File: config.mk
export PLATFORM = sky130hd
export DESIGN_NAME = pixel_unpack_image_size_core
export DESIGN_NICKNAME = d
export VERILOG_FILES = /design/src/design/pupk_pkg.sv /design/src/design/pixel_unpack_image_size_core.sv /design/src/design/pupk_cfg.sv /design/src/design/pupk_decode.sv /design/src/design/pupk_arith.sv
export SDC_FILE = /design/constraint.sdc
export NUM_CORES = 2
export LEC_CHECK = 0
export ABC_CLOCK_PERIOD_IN_PS = 6900
export BUFFER_PORTS_ARGS = -buffer_cell sky130_fd_sc_hd__buf_2
export CELL_PAD_IN_SITES_DETAIL_PLACEMENT = 0
export CELL_PAD_IN_SITES_GLOBAL_PLACEMENT = 2
export CORE_MARGIN = 2
export CORE_UTILIZATION = 32
export DETAILED_ROUTE_END_ITERATION = 8
export PLACE_DENSITY = 0.73
export SLEW_MARGIN = 20
export SYNTH_ARGS = -nofsm -noshare
export SYNTH_HDL_FRONTEND = slang
export SYNTH_HIERARCHICAL = 1
export SYNTH_SLANG_ARGS = --single-unit
File: constraint.sdc
create_clock -name clk -period 6.9 [get_ports clk]
set_clock_uncertainty 0.15 [all_clocks]
set_input_delay 1.035 -clock clk [delete_from_list [all_inputs] [get_ports clk]]
set_output_delay 1.035 -clock clk [all_outputs]
set_load 0.1 [all_outputs]
File: src/design/pupk_pkg.sv
// shared types, constants and decode functions for the pixel unpack size block
package pupk_pkg;

	localparam int SIZE_BITS = 16;
	localparam int FIELD_W   = 16;
	localparam int SIZE_W    = (SIZE_BITS < FIELD_W) ? SIZE_BITS : FIELD_W;
	localparam logic [FIELD_W-1:0] SIZE_MASK = FIELD_W'((33'(1) << SIZE_W) - 33'(1));

	localparam int ADDR_W   = 4;
	localparam int DATA_W   = 32;
	localparam int ALIGN_W  = 4;
	localparam int BPP_W    = 5;
	localparam int ROWS_W   = FIELD_W + 1;
	localparam int STRIDE_W = FIELD_W + BPP_W;
	localparam int PIXB_W   = ROWS_W + BPP_W;
	localparam int PROD_W   = ROWS_W + STRIDE_W;
	localparam int TOTAL_W  = PROD_W + 1;
	localparam int SPAN_W   = 32;

	typedef logic [1:0] status_t;
	localparam status_t ST_OK    = 2'd0;
	localparam status_t ST_EMPTY = 2'd1;
	localparam status_t ST_BAD   = 2'd2;
	localparam status_t ST_OVF   = 2'd3;

	typedef logic [1:0] reg_idx_t;
	localparam reg_idx_t REG_ALIGN    = 2'd0;
	localparam reg_idx_t REG_ROW_LEN  = 2'd1;
	localparam reg_idx_t REG_SKIP_ROW = 2'd2;
	localparam reg_idx_t REG_SKIP_PIX = 2'd3;

	localparam logic [ALIGN_W-1:0] ALIGN_1 = 4'd1;
	localparam logic [ALIGN_W-1:0] ALIGN_2 = 4'd2;
	localparam logic [ALIGN_W-1:0] ALIGN_4 = 4'd4;
	localparam logic [ALIGN_W-1:0] ALIGN_8 = 4'd8;

	localparam logic [15:0] FMT_RED       = 16'h1903;
	localparam logic [15:0] FMT_GREEN     = 16'h1904;
	localparam logic [15:0] FMT_BLUE      = 16'h1905;
	localparam logic [15:0] FMT_ALPHA     = 16'h1906;
	localparam logic [15:0] FMT_LUM       = 16'h1909;
	localparam logic [15:0] FMT_LUM_ALPHA = 16'h190A;
	localparam logic [15:0] FMT_RGB       = 16'h1907;
	localparam logic [15:0] FMT_BGR       = 16'h80E0;
	localparam logic [15:0] FMT_RGBA      = 16'h1908;
	localparam logic [15:0] FMT_BGRA      = 16'h80E1;

	localparam logic [15:0] TYP_BYTE        = 16'h1400;
	localparam logic [15:0] TYP_UBYTE       = 16'h1401;
	localparam logic [15:0] TYP_SHORT       = 16'h1402;
	localparam logic [15:0] TYP_USHORT      = 16'h1403;
	localparam logic [15:0] TYP_INT         = 16'h1404;
	localparam logic [15:0] TYP_UINT        = 16'h1405;
	localparam logic [15:0] TYP_FLOAT       = 16'h1406;
	localparam logic [15:0] TYP_US_4444     = 16'h8033;
	localparam logic [15:0] TYP_US_5551     = 16'h8034;
	localparam logic [15:0] TYP_US_565      = 16'h8363;
	localparam logic [15:0] TYP_UI_8888     = 16'h8035;
	localparam logic [15:0] TYP_UI_8888_REV = 16'h8367;

	typedef struct packed {
		logic [ALIGN_W-1:0] row_alignment;
		logic [FIELD_W-1:0] row_length;
		logic [FIELD_W-1:0] skip_rows;
		logic [FIELD_W-1:0] skip_pixels;
	} cfg_t;

	typedef struct packed {
		logic              valid;
		status_t           status;
		logic [BPP_W-1:0]  bpp;
		logic [FIELD_W-1:0] pixels;
		logic [ROWS_W-1:0] rows;
		logic [ROWS_W-1:0] pix;
		logic [2:0]        align_mask;
	} dec_t;

	function automatic logic [2:0] comp_count(input logic [15:0] fmt);
		logic [2:0] n;
		n = 3'd0;
		case (fmt) inside
			FMT_RED, FMT_GREEN, FMT_BLUE, FMT_ALPHA, FMT_LUM: n = 3'd1;
			FMT_LUM_ALPHA:                                    n = 3'd2;
			FMT_RGB, FMT_BGR:                                 n = 3'd3;
			FMT_RGBA, FMT_BGRA:                               n = 3'd4;
			default:                                          n = 3'd0;
		endcase
		return n;
	endfunction

	function automatic logic [BPP_W-1:0] bytes_per_pixel(input logic [15:0] fmt,
			input logic [15:0] typ);
		logic [2:0]       n;
		logic [BPP_W-1:0] b;
		n = comp_count(fmt);
		b = '0;
		case (typ) inside
			TYP_BYTE, TYP_UBYTE:               b = BPP_W'(n);
			TYP_SHORT, TYP_USHORT:             b = BPP_W'({n, 1'b0});
			TYP_INT, TYP_UINT, TYP_FLOAT:      b = BPP_W'({n, 2'b00});
			TYP_US_4444, TYP_US_5551, TYP_US_565: b = BPP_W'(2);
			TYP_UI_8888, TYP_UI_8888_REV:      b = BPP_W'(4);
			default:                           b = '0;
		endcase
		if (n == 3'd0) begin
			b = '0;
		end
		return b;
	endfunction

endpackage

File: src/design/pixel_unpack_image_size_core.sv
// top level of the texture upload byte span calculator
//
// channel   direction  handshake                     payload
// config    in/out     psel penable pwrite pready    paddr pwdata prdata
// item in   in         start high, busy low          width height pixel_format pixel_type
// result    out        done, one cycle               byte_span status
//
// one item per cycle; an item goes through the decode register, the s2 and s3 registers
// and the output register, where done rises with its result
// depth set by the decode, stride, row product and final sum stages
// busy stays low, the pipeline never holds an item
// asynchronous reset clears valid bits and loads the register reset values
module pixel_unpack_image_size_core (
	input  logic                         clk,
	input  logic                         arst_n,
	input  logic                         psel,
	input  logic                         penable,
	input  logic                         pwrite,
	input  logic [pupk_pkg::ADDR_W-1:0]  paddr,
	input  logic [pupk_pkg::DATA_W-1:0]  pwdata,
	output logic [pupk_pkg::DATA_W-1:0]  prdata,
	output logic                         pready,
	input  logic                         start,
	output logic                         busy,
	input  logic [pupk_pkg::FIELD_W-1:0] width,
	input  logic [pupk_pkg::FIELD_W-1:0] height,
	input  logic [15:0]                  pixel_format,
	input  logic [15:0]                  pixel_type,
	output logic                         done,
	output logic [pupk_pkg::SPAN_W-1:0]  byte_span,
	output logic [1:0]                   status
);
	import pupk_pkg::*;

	cfg_t cfg;
	dec_t dec;

	assign busy = 1'b0;

	pupk_cfg u_cfg (
		.clk     (clk),
		.arst_n  (arst_n),
		.psel    (psel),
		.penable (penable),
		.pwrite  (pwrite),
		.paddr   (paddr),
		.pwdata  (pwdata),
		.prdata  (prdata),
		.pready  (pready),
		.cfg     (cfg)
	);

	pupk_decode u_decode (
		.clk          (clk),
		.arst_n       (arst_n),
		.in_valid     (start & ~busy),
		.width        (width),
		.height       (height),
		.pixel_format (pixel_format),
		.pixel_type   (pixel_type),
		.cfg          (cfg),
		.dec          (dec)
	);

	pupk_arith u_arith (
		.clk       (clk),
		.arst_n    (arst_n),
		.dec       (dec),
		.done      (done),
		.byte_span (byte_span),
		.status    (status)
	);

endmodule

File: src/design/pupk_cfg.sv
// apb register file holding the unpack state
module pupk_cfg (
	input  logic                        clk,
	input  logic                        arst_n,
	input  logic                        psel,
	input  logic                        penable,
	input  logic                        pwrite,
	input  logic [pupk_pkg::ADDR_W-1:0] paddr,
	input  logic [pupk_pkg::DATA_W-1:0] pwdata,
	output logic [pupk_pkg::DATA_W-1:0] prdata,
	output logic                        pready,
	output pupk_pkg::cfg_t              cfg
);
	import pupk_pkg::*;

	cfg_t     cfg_q;
	reg_idx_t idx;
	logic     wr;
	logic [ALIGN_W-1:0] wa;

	assign idx    = paddr[3:2];
	assign wr     = psel & penable & pwrite;
	assign wa     = pwdata[ALIGN_W-1:0];
	assign pready = 1'b1;
	assign cfg    = cfg_q;

	always_ff @(posedge clk or negedge arst_n) begin
		if (!arst_n) begin
			cfg_q.row_alignment <= ALIGN_4;
			cfg_q.row_length    <= '0;
			cfg_q.skip_rows     <= '0;
			cfg_q.skip_pixels   <= '0;
		end else if (wr) begin
			unique case (idx)
				REG_ALIGN: begin
					if (wa == ALIGN_1 || wa == ALIGN_2 || wa == ALIGN_4 || wa == ALIGN_8) begin
						cfg_q.row_alignment <= wa;
					end
				end
				REG_ROW_LEN:  cfg_q.row_length  <= pwdata[FIELD_W-1:0];
				REG_SKIP_ROW: cfg_q.skip_rows   <= pwdata[FIELD_W-1:0];
				REG_SKIP_PIX: cfg_q.skip_pixels <= pwdata[FIELD_W-1:0];
				default: ;
			endcase
		end
	end

	always_comb begin
		unique case (idx)
			REG_ALIGN:    prdata = DATA_W'(cfg_q.row_alignment);
			REG_ROW_LEN:  prdata = DATA_W'(cfg_q.row_length);
			REG_SKIP_ROW: prdata = DATA_W'(cfg_q.skip_rows);
			REG_SKIP_PIX: prdata = DATA_W'(cfg_q.skip_pixels);
			default:      prdata = '0;
		endcase
	end

endmodule

File: src/design/pupk_decode.sv
// first stage: format and type decode, size checks and row counts
module pupk_decode (
	input  logic                         clk,
	input  logic                         arst_n,
	input  logic                         in_valid,
	input  logic [pupk_pkg::FIELD_W-1:0] width,
	input  logic [pupk_pkg::FIELD_W-1:0] height,
	input  logic [15:0]                  pixel_format,
	input  logic [15:0]                  pixel_type,
	input  pupk_pkg::cfg_t               cfg,
	output pupk_pkg::dec_t               dec
);
	import pupk_pkg::*;

	logic [FIELD_W-1:0] w;
	logic [FIELD_W-1:0] h;
	logic [FIELD_W-1:0] rl;
	logic [BPP_W-1:0]   bpp;
	status_t            st;
	dec_t               dec_s1;

	assign w   = width & SIZE_MASK;
	assign h   = height & SIZE_MASK;
	assign rl  = cfg.row_length & SIZE_MASK;
	assign bpp = bytes_per_pixel(pixel_format, pixel_type);

	always_comb begin
		if (w == '0 || h == '0) begin
			st = ST_EMPTY;
		end else if (bpp == '0) begin
			st = ST_BAD;
		end else begin
			st = ST_OK;
		end
	end

	always_ff @(posedge clk or negedge arst_n) begin
		if (!arst_n) begin
			dec_s1 <= '0;
		end else begin
			dec_s1.valid      <= in_valid;
			dec_s1.status     <= st;
			dec_s1.bpp        <= bpp;
			dec_s1.pixels     <= (rl > w) ? rl : w;
			dec_s1.rows       <= ROWS_W'(cfg.skip_rows) + ROWS_W'(h) - ROWS_W'(1);
			dec_s1.pix        <= ROWS_W'(cfg.skip_pixels) + ROWS_W'(w);
			dec_s1.align_mask <= 3'(cfg.row_alignment - ALIGN_W'(1));
		end
	end

	assign dec = dec_s1;

endmodule

File: src/design/pupk_arith.sv
// stride, products, final sum and overflow check over three stages
module pupk_arith (
	input  logic                        clk,
	input  logic                        arst_n,
	input  pupk_pkg::dec_t              dec,
	output logic                        done,
	output logic [pupk_pkg::SPAN_W-1:0] byte_span,
	output pupk_pkg::status_t           status
);
	import pupk_pkg::*;

	logic [STRIDE_W-1:0] raw;
	logic [STRIDE_W-1:0] msk;

	logic                valid_s2, valid_s3;
	status_t             status_s2, status_s3;
	logic [STRIDE_W-1:0] stride_s2;
	logic [ROWS_W-1:0]   rows_s2;
	logic [PIXB_W-1:0]   pixb_s2, pixb_s3;
	logic [PROD_W-1:0]   prod_s3;

	logic [TOTAL_W-1:0]  total;

	logic                done_q;
	logic [SPAN_W-1:0]   span_q;
	status_t             status_q;

	assign raw   = STRIDE_W'(dec.pixels) * STRIDE_W'(dec.bpp);
	assign msk   = STRIDE_W'(dec.align_mask);
	assign total = TOTAL_W'(prod_s3) + TOTAL_W'(pixb_s3);

	always_ff @(posedge clk or negedge arst_n) begin
		if (!arst_n) begin
			valid_s2 <= 1'b0;
			valid_s3 <= 1'b0;
			done_q   <= 1'b0;
		end else begin
			valid_s2 <= dec.valid;
			valid_s3 <= valid_s2;
			done_q   <= valid_s3;
		end
	end

	always_ff @(posedge clk) begin
		status_s2 <= dec.status;
		stride_s2 <= (raw + msk) & ~msk;
		rows_s2   <= dec.rows;
		pixb_s2   <= PIXB_W'(dec.pix) * PIXB_W'(dec.bpp);

		status_s3 <= status_s2;
		prod_s3   <= PROD_W'(rows_s2) * PROD_W'(stride_s2);
		pixb_s3   <= pixb_s2;

		if (status_s3 != ST_OK) begin
			status_q <= status_s3;
			span_q   <= '0;
		end else if (total[TOTAL_W-1:SPAN_W] != '0) begin
			status_q <= ST_OVF;
			span_q   <= '0;
		end else begin
			status_q <= ST_OK;
			span_q   <= total[SPAN_W-1:0];
		end
	end

	assign done      = done_q;
	assign byte_span = span_q;
	assign status    = status_q;

endmodule
==> out/results.tsv <==
stage	metric	value	unit
run_status	status	finished clean	
route	drc_errors	0	
layout	nets	3993	
placement	place_ws	134	ps
sta	tightest_slew	1020	ps
yosys	synth_cells	3116	
sta	fin_crit_sh	0.951	
layout	multiInputGateArea	0.0204	mm²
global_routing	grt_pass1_wl	122	mm
route	drt-total-wl	74.7	mm
placement	dp.cells	4381	
clock_network	cts_buffers	34	
floorplanning	die_h	305	µm
layout	areaGrowthSynthToFinish	11.8	%
layout	fin_cells	4445	
sta	rsz0062_at_grt	no	
sta	slew_headroom	0.316	
yosys	yosys_warnings	6	
hold_path	hold_path.class	flip-flop to flip-flop	
clock_network	clk_pin_slew	60	ps
global_routing	grt_max_degree	69	
route	wire_per_inst	16.8	µm
sta	fmax	0.152	GHz
setup_path	crit_start	u_arith/stride_s2[15]	
placement	hpwlAfterDp	61.4	mm
clock_network	cts_max_level	2	
yosys	netlist_top_cells_area	fa_1 (26%), ha_1 (12%), dfxtp_1 (11%), dfrtp_1 (9.9%), inv_1 (7.0%)	
route	route.detailed.vias_per_inst	4.65	
global_routing	grt_pass1_vias	21980	
clock_network	cts_tree	done	
layout	drive_above_1_share	0.127	
floorplanning	die_area	0.0930	mm²
yosys	synth.cell_area	0.0290	mm²
yosys	synth_async_sr_flop_share	0.423	
run	drv_cap	0	
floorplanning	io_pins	175	
setup_path	critical_path_class	flip-flop to flip-flop	
yosys	synth.distinct_cells	92	
yosys	synth_seq_cells	274	
pwr	powerDensity	205	mW/mm²
sta	period_needed	6560	ps
setup_path	reg2reg_from	u_arith/stride_s2[15]	
layout	final_common_cell	inv_1	
setup_path	crit_arrival	6820	ps
setup_path	worstPathRequired	7160	ps
setup_path	crit_fanout	9	
layout	n_fill_cell	9359	
global_routing	antenna_found_initial	8	
global_routing	gr-total-overflow	0	
pwr	vdd_drop_max	287	µV
placement	gp_congestion	0.808	
floorplanning	coreArea	0.0899	mm²
clock_network	clkLatencyLatePin	560	ps
route	drt_iter0_drc	984	
clock_network	cts.sinks	274	
yosys	synth_edf_count	0	
layout	most-common-layout-cells	inv_1 (537), nand2_1 (383), fa_1 (377), ha_1 (269), and2_1 (221)	
sta	hold_viol_final	0	
route	first_pass_iters	6	
layout	final_area	0.0324	mm²
floorplanning	initial_core_util	0.323	
yosys	ys_seq_area_frac	0.209	
placement	port_buffers	138	
hold_path	hp-start	u_arith/status_s2[0]	
setup_path	endpoint_kind	flip-flop	
yosys	synth_top_area_share	0.260	
yosys	synth-main-ff-cell	dfxtp_1	
global_routing	track_usage	0.164	
sta	setup_ws	341	ps
floorplanning	rows	110	
sta	finalSetupTns	0	ps
floorplanning	die_x	305	µm
yosys	syn_area_per_cell	9.30	µm²
route	vias	20687	
layout	seqCellArea	0.00608	mm²
setup_path	critPathLaunchType	flip-flop	
sta	finalSetupViolCount	0	
sta	whs	178	ps
clock_network	cts.path.max_buffers	3	
route	ant_nets	0	
sta	maxSlewViolCount	0	
placement	place_area	0.0311	mm²
clock_network	root_buffer	clkbuf_16	
pwr	leakagePower	16.1	nW
yosys	yosysTopAreaCell	fa_1	
==> power breakdown <==
part,switching [mW],internal [mW]
combinational,1.41,0.867
sequential,0.476,1.91
clock,0.773,1.19
total,2.66,3.96
==> critical path, cell delays in order (launching register included) <==
cell and delay, ps:
dfxtp_1 740, nand2_1 170, fa_1 590, fa_1 460, fa_1 520, inv_1 50
fa_1 490, fa_1 550, inv_1 50, fa_1 590, inv_1 70, ha_1 390
o211ai_1 230, a21oi_1 90, o21bai_1 210, a311oi_1 120, buf_4 170, a31o_2 260
a2111oi_1 410, nor3b_1 90
==> flip-flops by register name, indices dropped and copies added (netlist names) <==
signal and cells:
u_cfg/cfg 52, u_arith/done 1, u_arith/valid_s3 1, u_arith/byte_span 32, u_arith/status 2, u_arith/pixb_s3 22, u_arith/status_s2 2, u_arith/prod_s3 38
u_arith/pixb_s2 22, u_arith/rows_s2 17, u_arith/stride_s2 21, u_decode/dec 61, u_arith/valid_s2 1, u_arith/status_s3 2
==> layer usage <==
| metal | part of all wire | track usage | routed length, µm | vias to the layer above |
|---|---|---|---|---|
| li1 | - | - | - | 10154 |
| met1 | 0.50 | 0.237 | 37500 | 10067 |
| met2 | 0.44 | 0.256 | 32600 | 367 |
| met3 | 0.038 | 0.0223 | 2810 | 95 |
| met4 | 0.024 | 0.0404 | 1810 | 4 |
| met5 | 0.00025 | 0 | 19 | - |
==> synth_stat cells, types with 6 or more instances <==
library cell  instances
nor3_2               26
xnor2_1              83
clkbuf_1             94
buf_4                20
inv_1               537
o2111ai_1            20
o21ai_0              50
a22o_1               13
and2_1              221
a21oi_1             110
o21a_1               20
a211oi_1             12
xor2_1               34
o21bai_1             15
or3_1                 9
fa_1                377
nor2b_1              23
nand4_1              29
nor4_1               10
dfxtp_1             158
nor3_1               35
nand2b_1             20
a31oi_1               9
and3_1               13
o211ai_1             10
buf_6                 6
a21o_1               35
mux2_2               65
nand3_1              66
dfrtp_1             115
o21ai_1              16
ha_1                269
nor2_1               85
nand2_1             383
buf_2                 7
==> logic make-up after synthesis <==
| group | Yosys count | synth area share |
|---|---|---|
| xor gates and xnor gates | 117 | 0.0353 |
| adders and majority gates | 646 | 0.376 |
| AOI/OAI and AO/OA | 364 | 0.0839 |
| DFF | 274 | 0.209 |
| buffers and inverters | 668 | 0.0909 |
| muxes | 73 | 0.0297 |
| other | 3 | 0.000388 |
| and+or+nand+nor | 971 | 0.174 |
==> repair_timing <==
item | in CTS | in global routing
resized for setup | 0 | 14
setup endpoints to repair | 0 | 8
endpoints found under the hold margin | 0 | 0
hold buffers | 0 | 0
setup buffers | 0 | 0
==> path summary, 6_finish.rpt <==
check                                        to  slack (ps)  depth (start not counted)
max in group asynchronous          u_cfg/cfg[5]        4940                          2
min reg2reg                u_arith/status_s3[0]         180                          0
max                         u_arith/prod_s3[37]         340                         19
min in group asynchronous         u_cfg/cfg[40]         480                          1
min                        u_arith/status_s3[0]         180                          0
max reg2reg                 u_arith/prod_s3[37]         340                         19
==> metrics by stage <==
step	utilization	total power, mW
2_1_floorplan	-	3.78
3_3_place_gp	0.346	4.71
3_5_place_dp	0.346	4.71
4_1_cts	0.360	6.71
5_1_grt	0.360	7.08
6_report	0.361	6.63
==> layout make-up <==
| cell class | instances | share of cell area |
|---|---|---|
| Tap cell | 1176 | 0.0454 |
| Clock buffer | 38 | 0.0277 |
| Inverter | 537 | 0.0622 |
| Clock inverter | 24 | 0.0110 |
| Sequential cell | 274 | 0.188 |
| Antenna cell | 2 | 0.000154 |
| Multi-Input combinational cell | 2189 | 0.629 |
| Timing Repair Buffer | 205 | 0.0369 |
No activity file was read; power rests on OpenSTA's default activity.
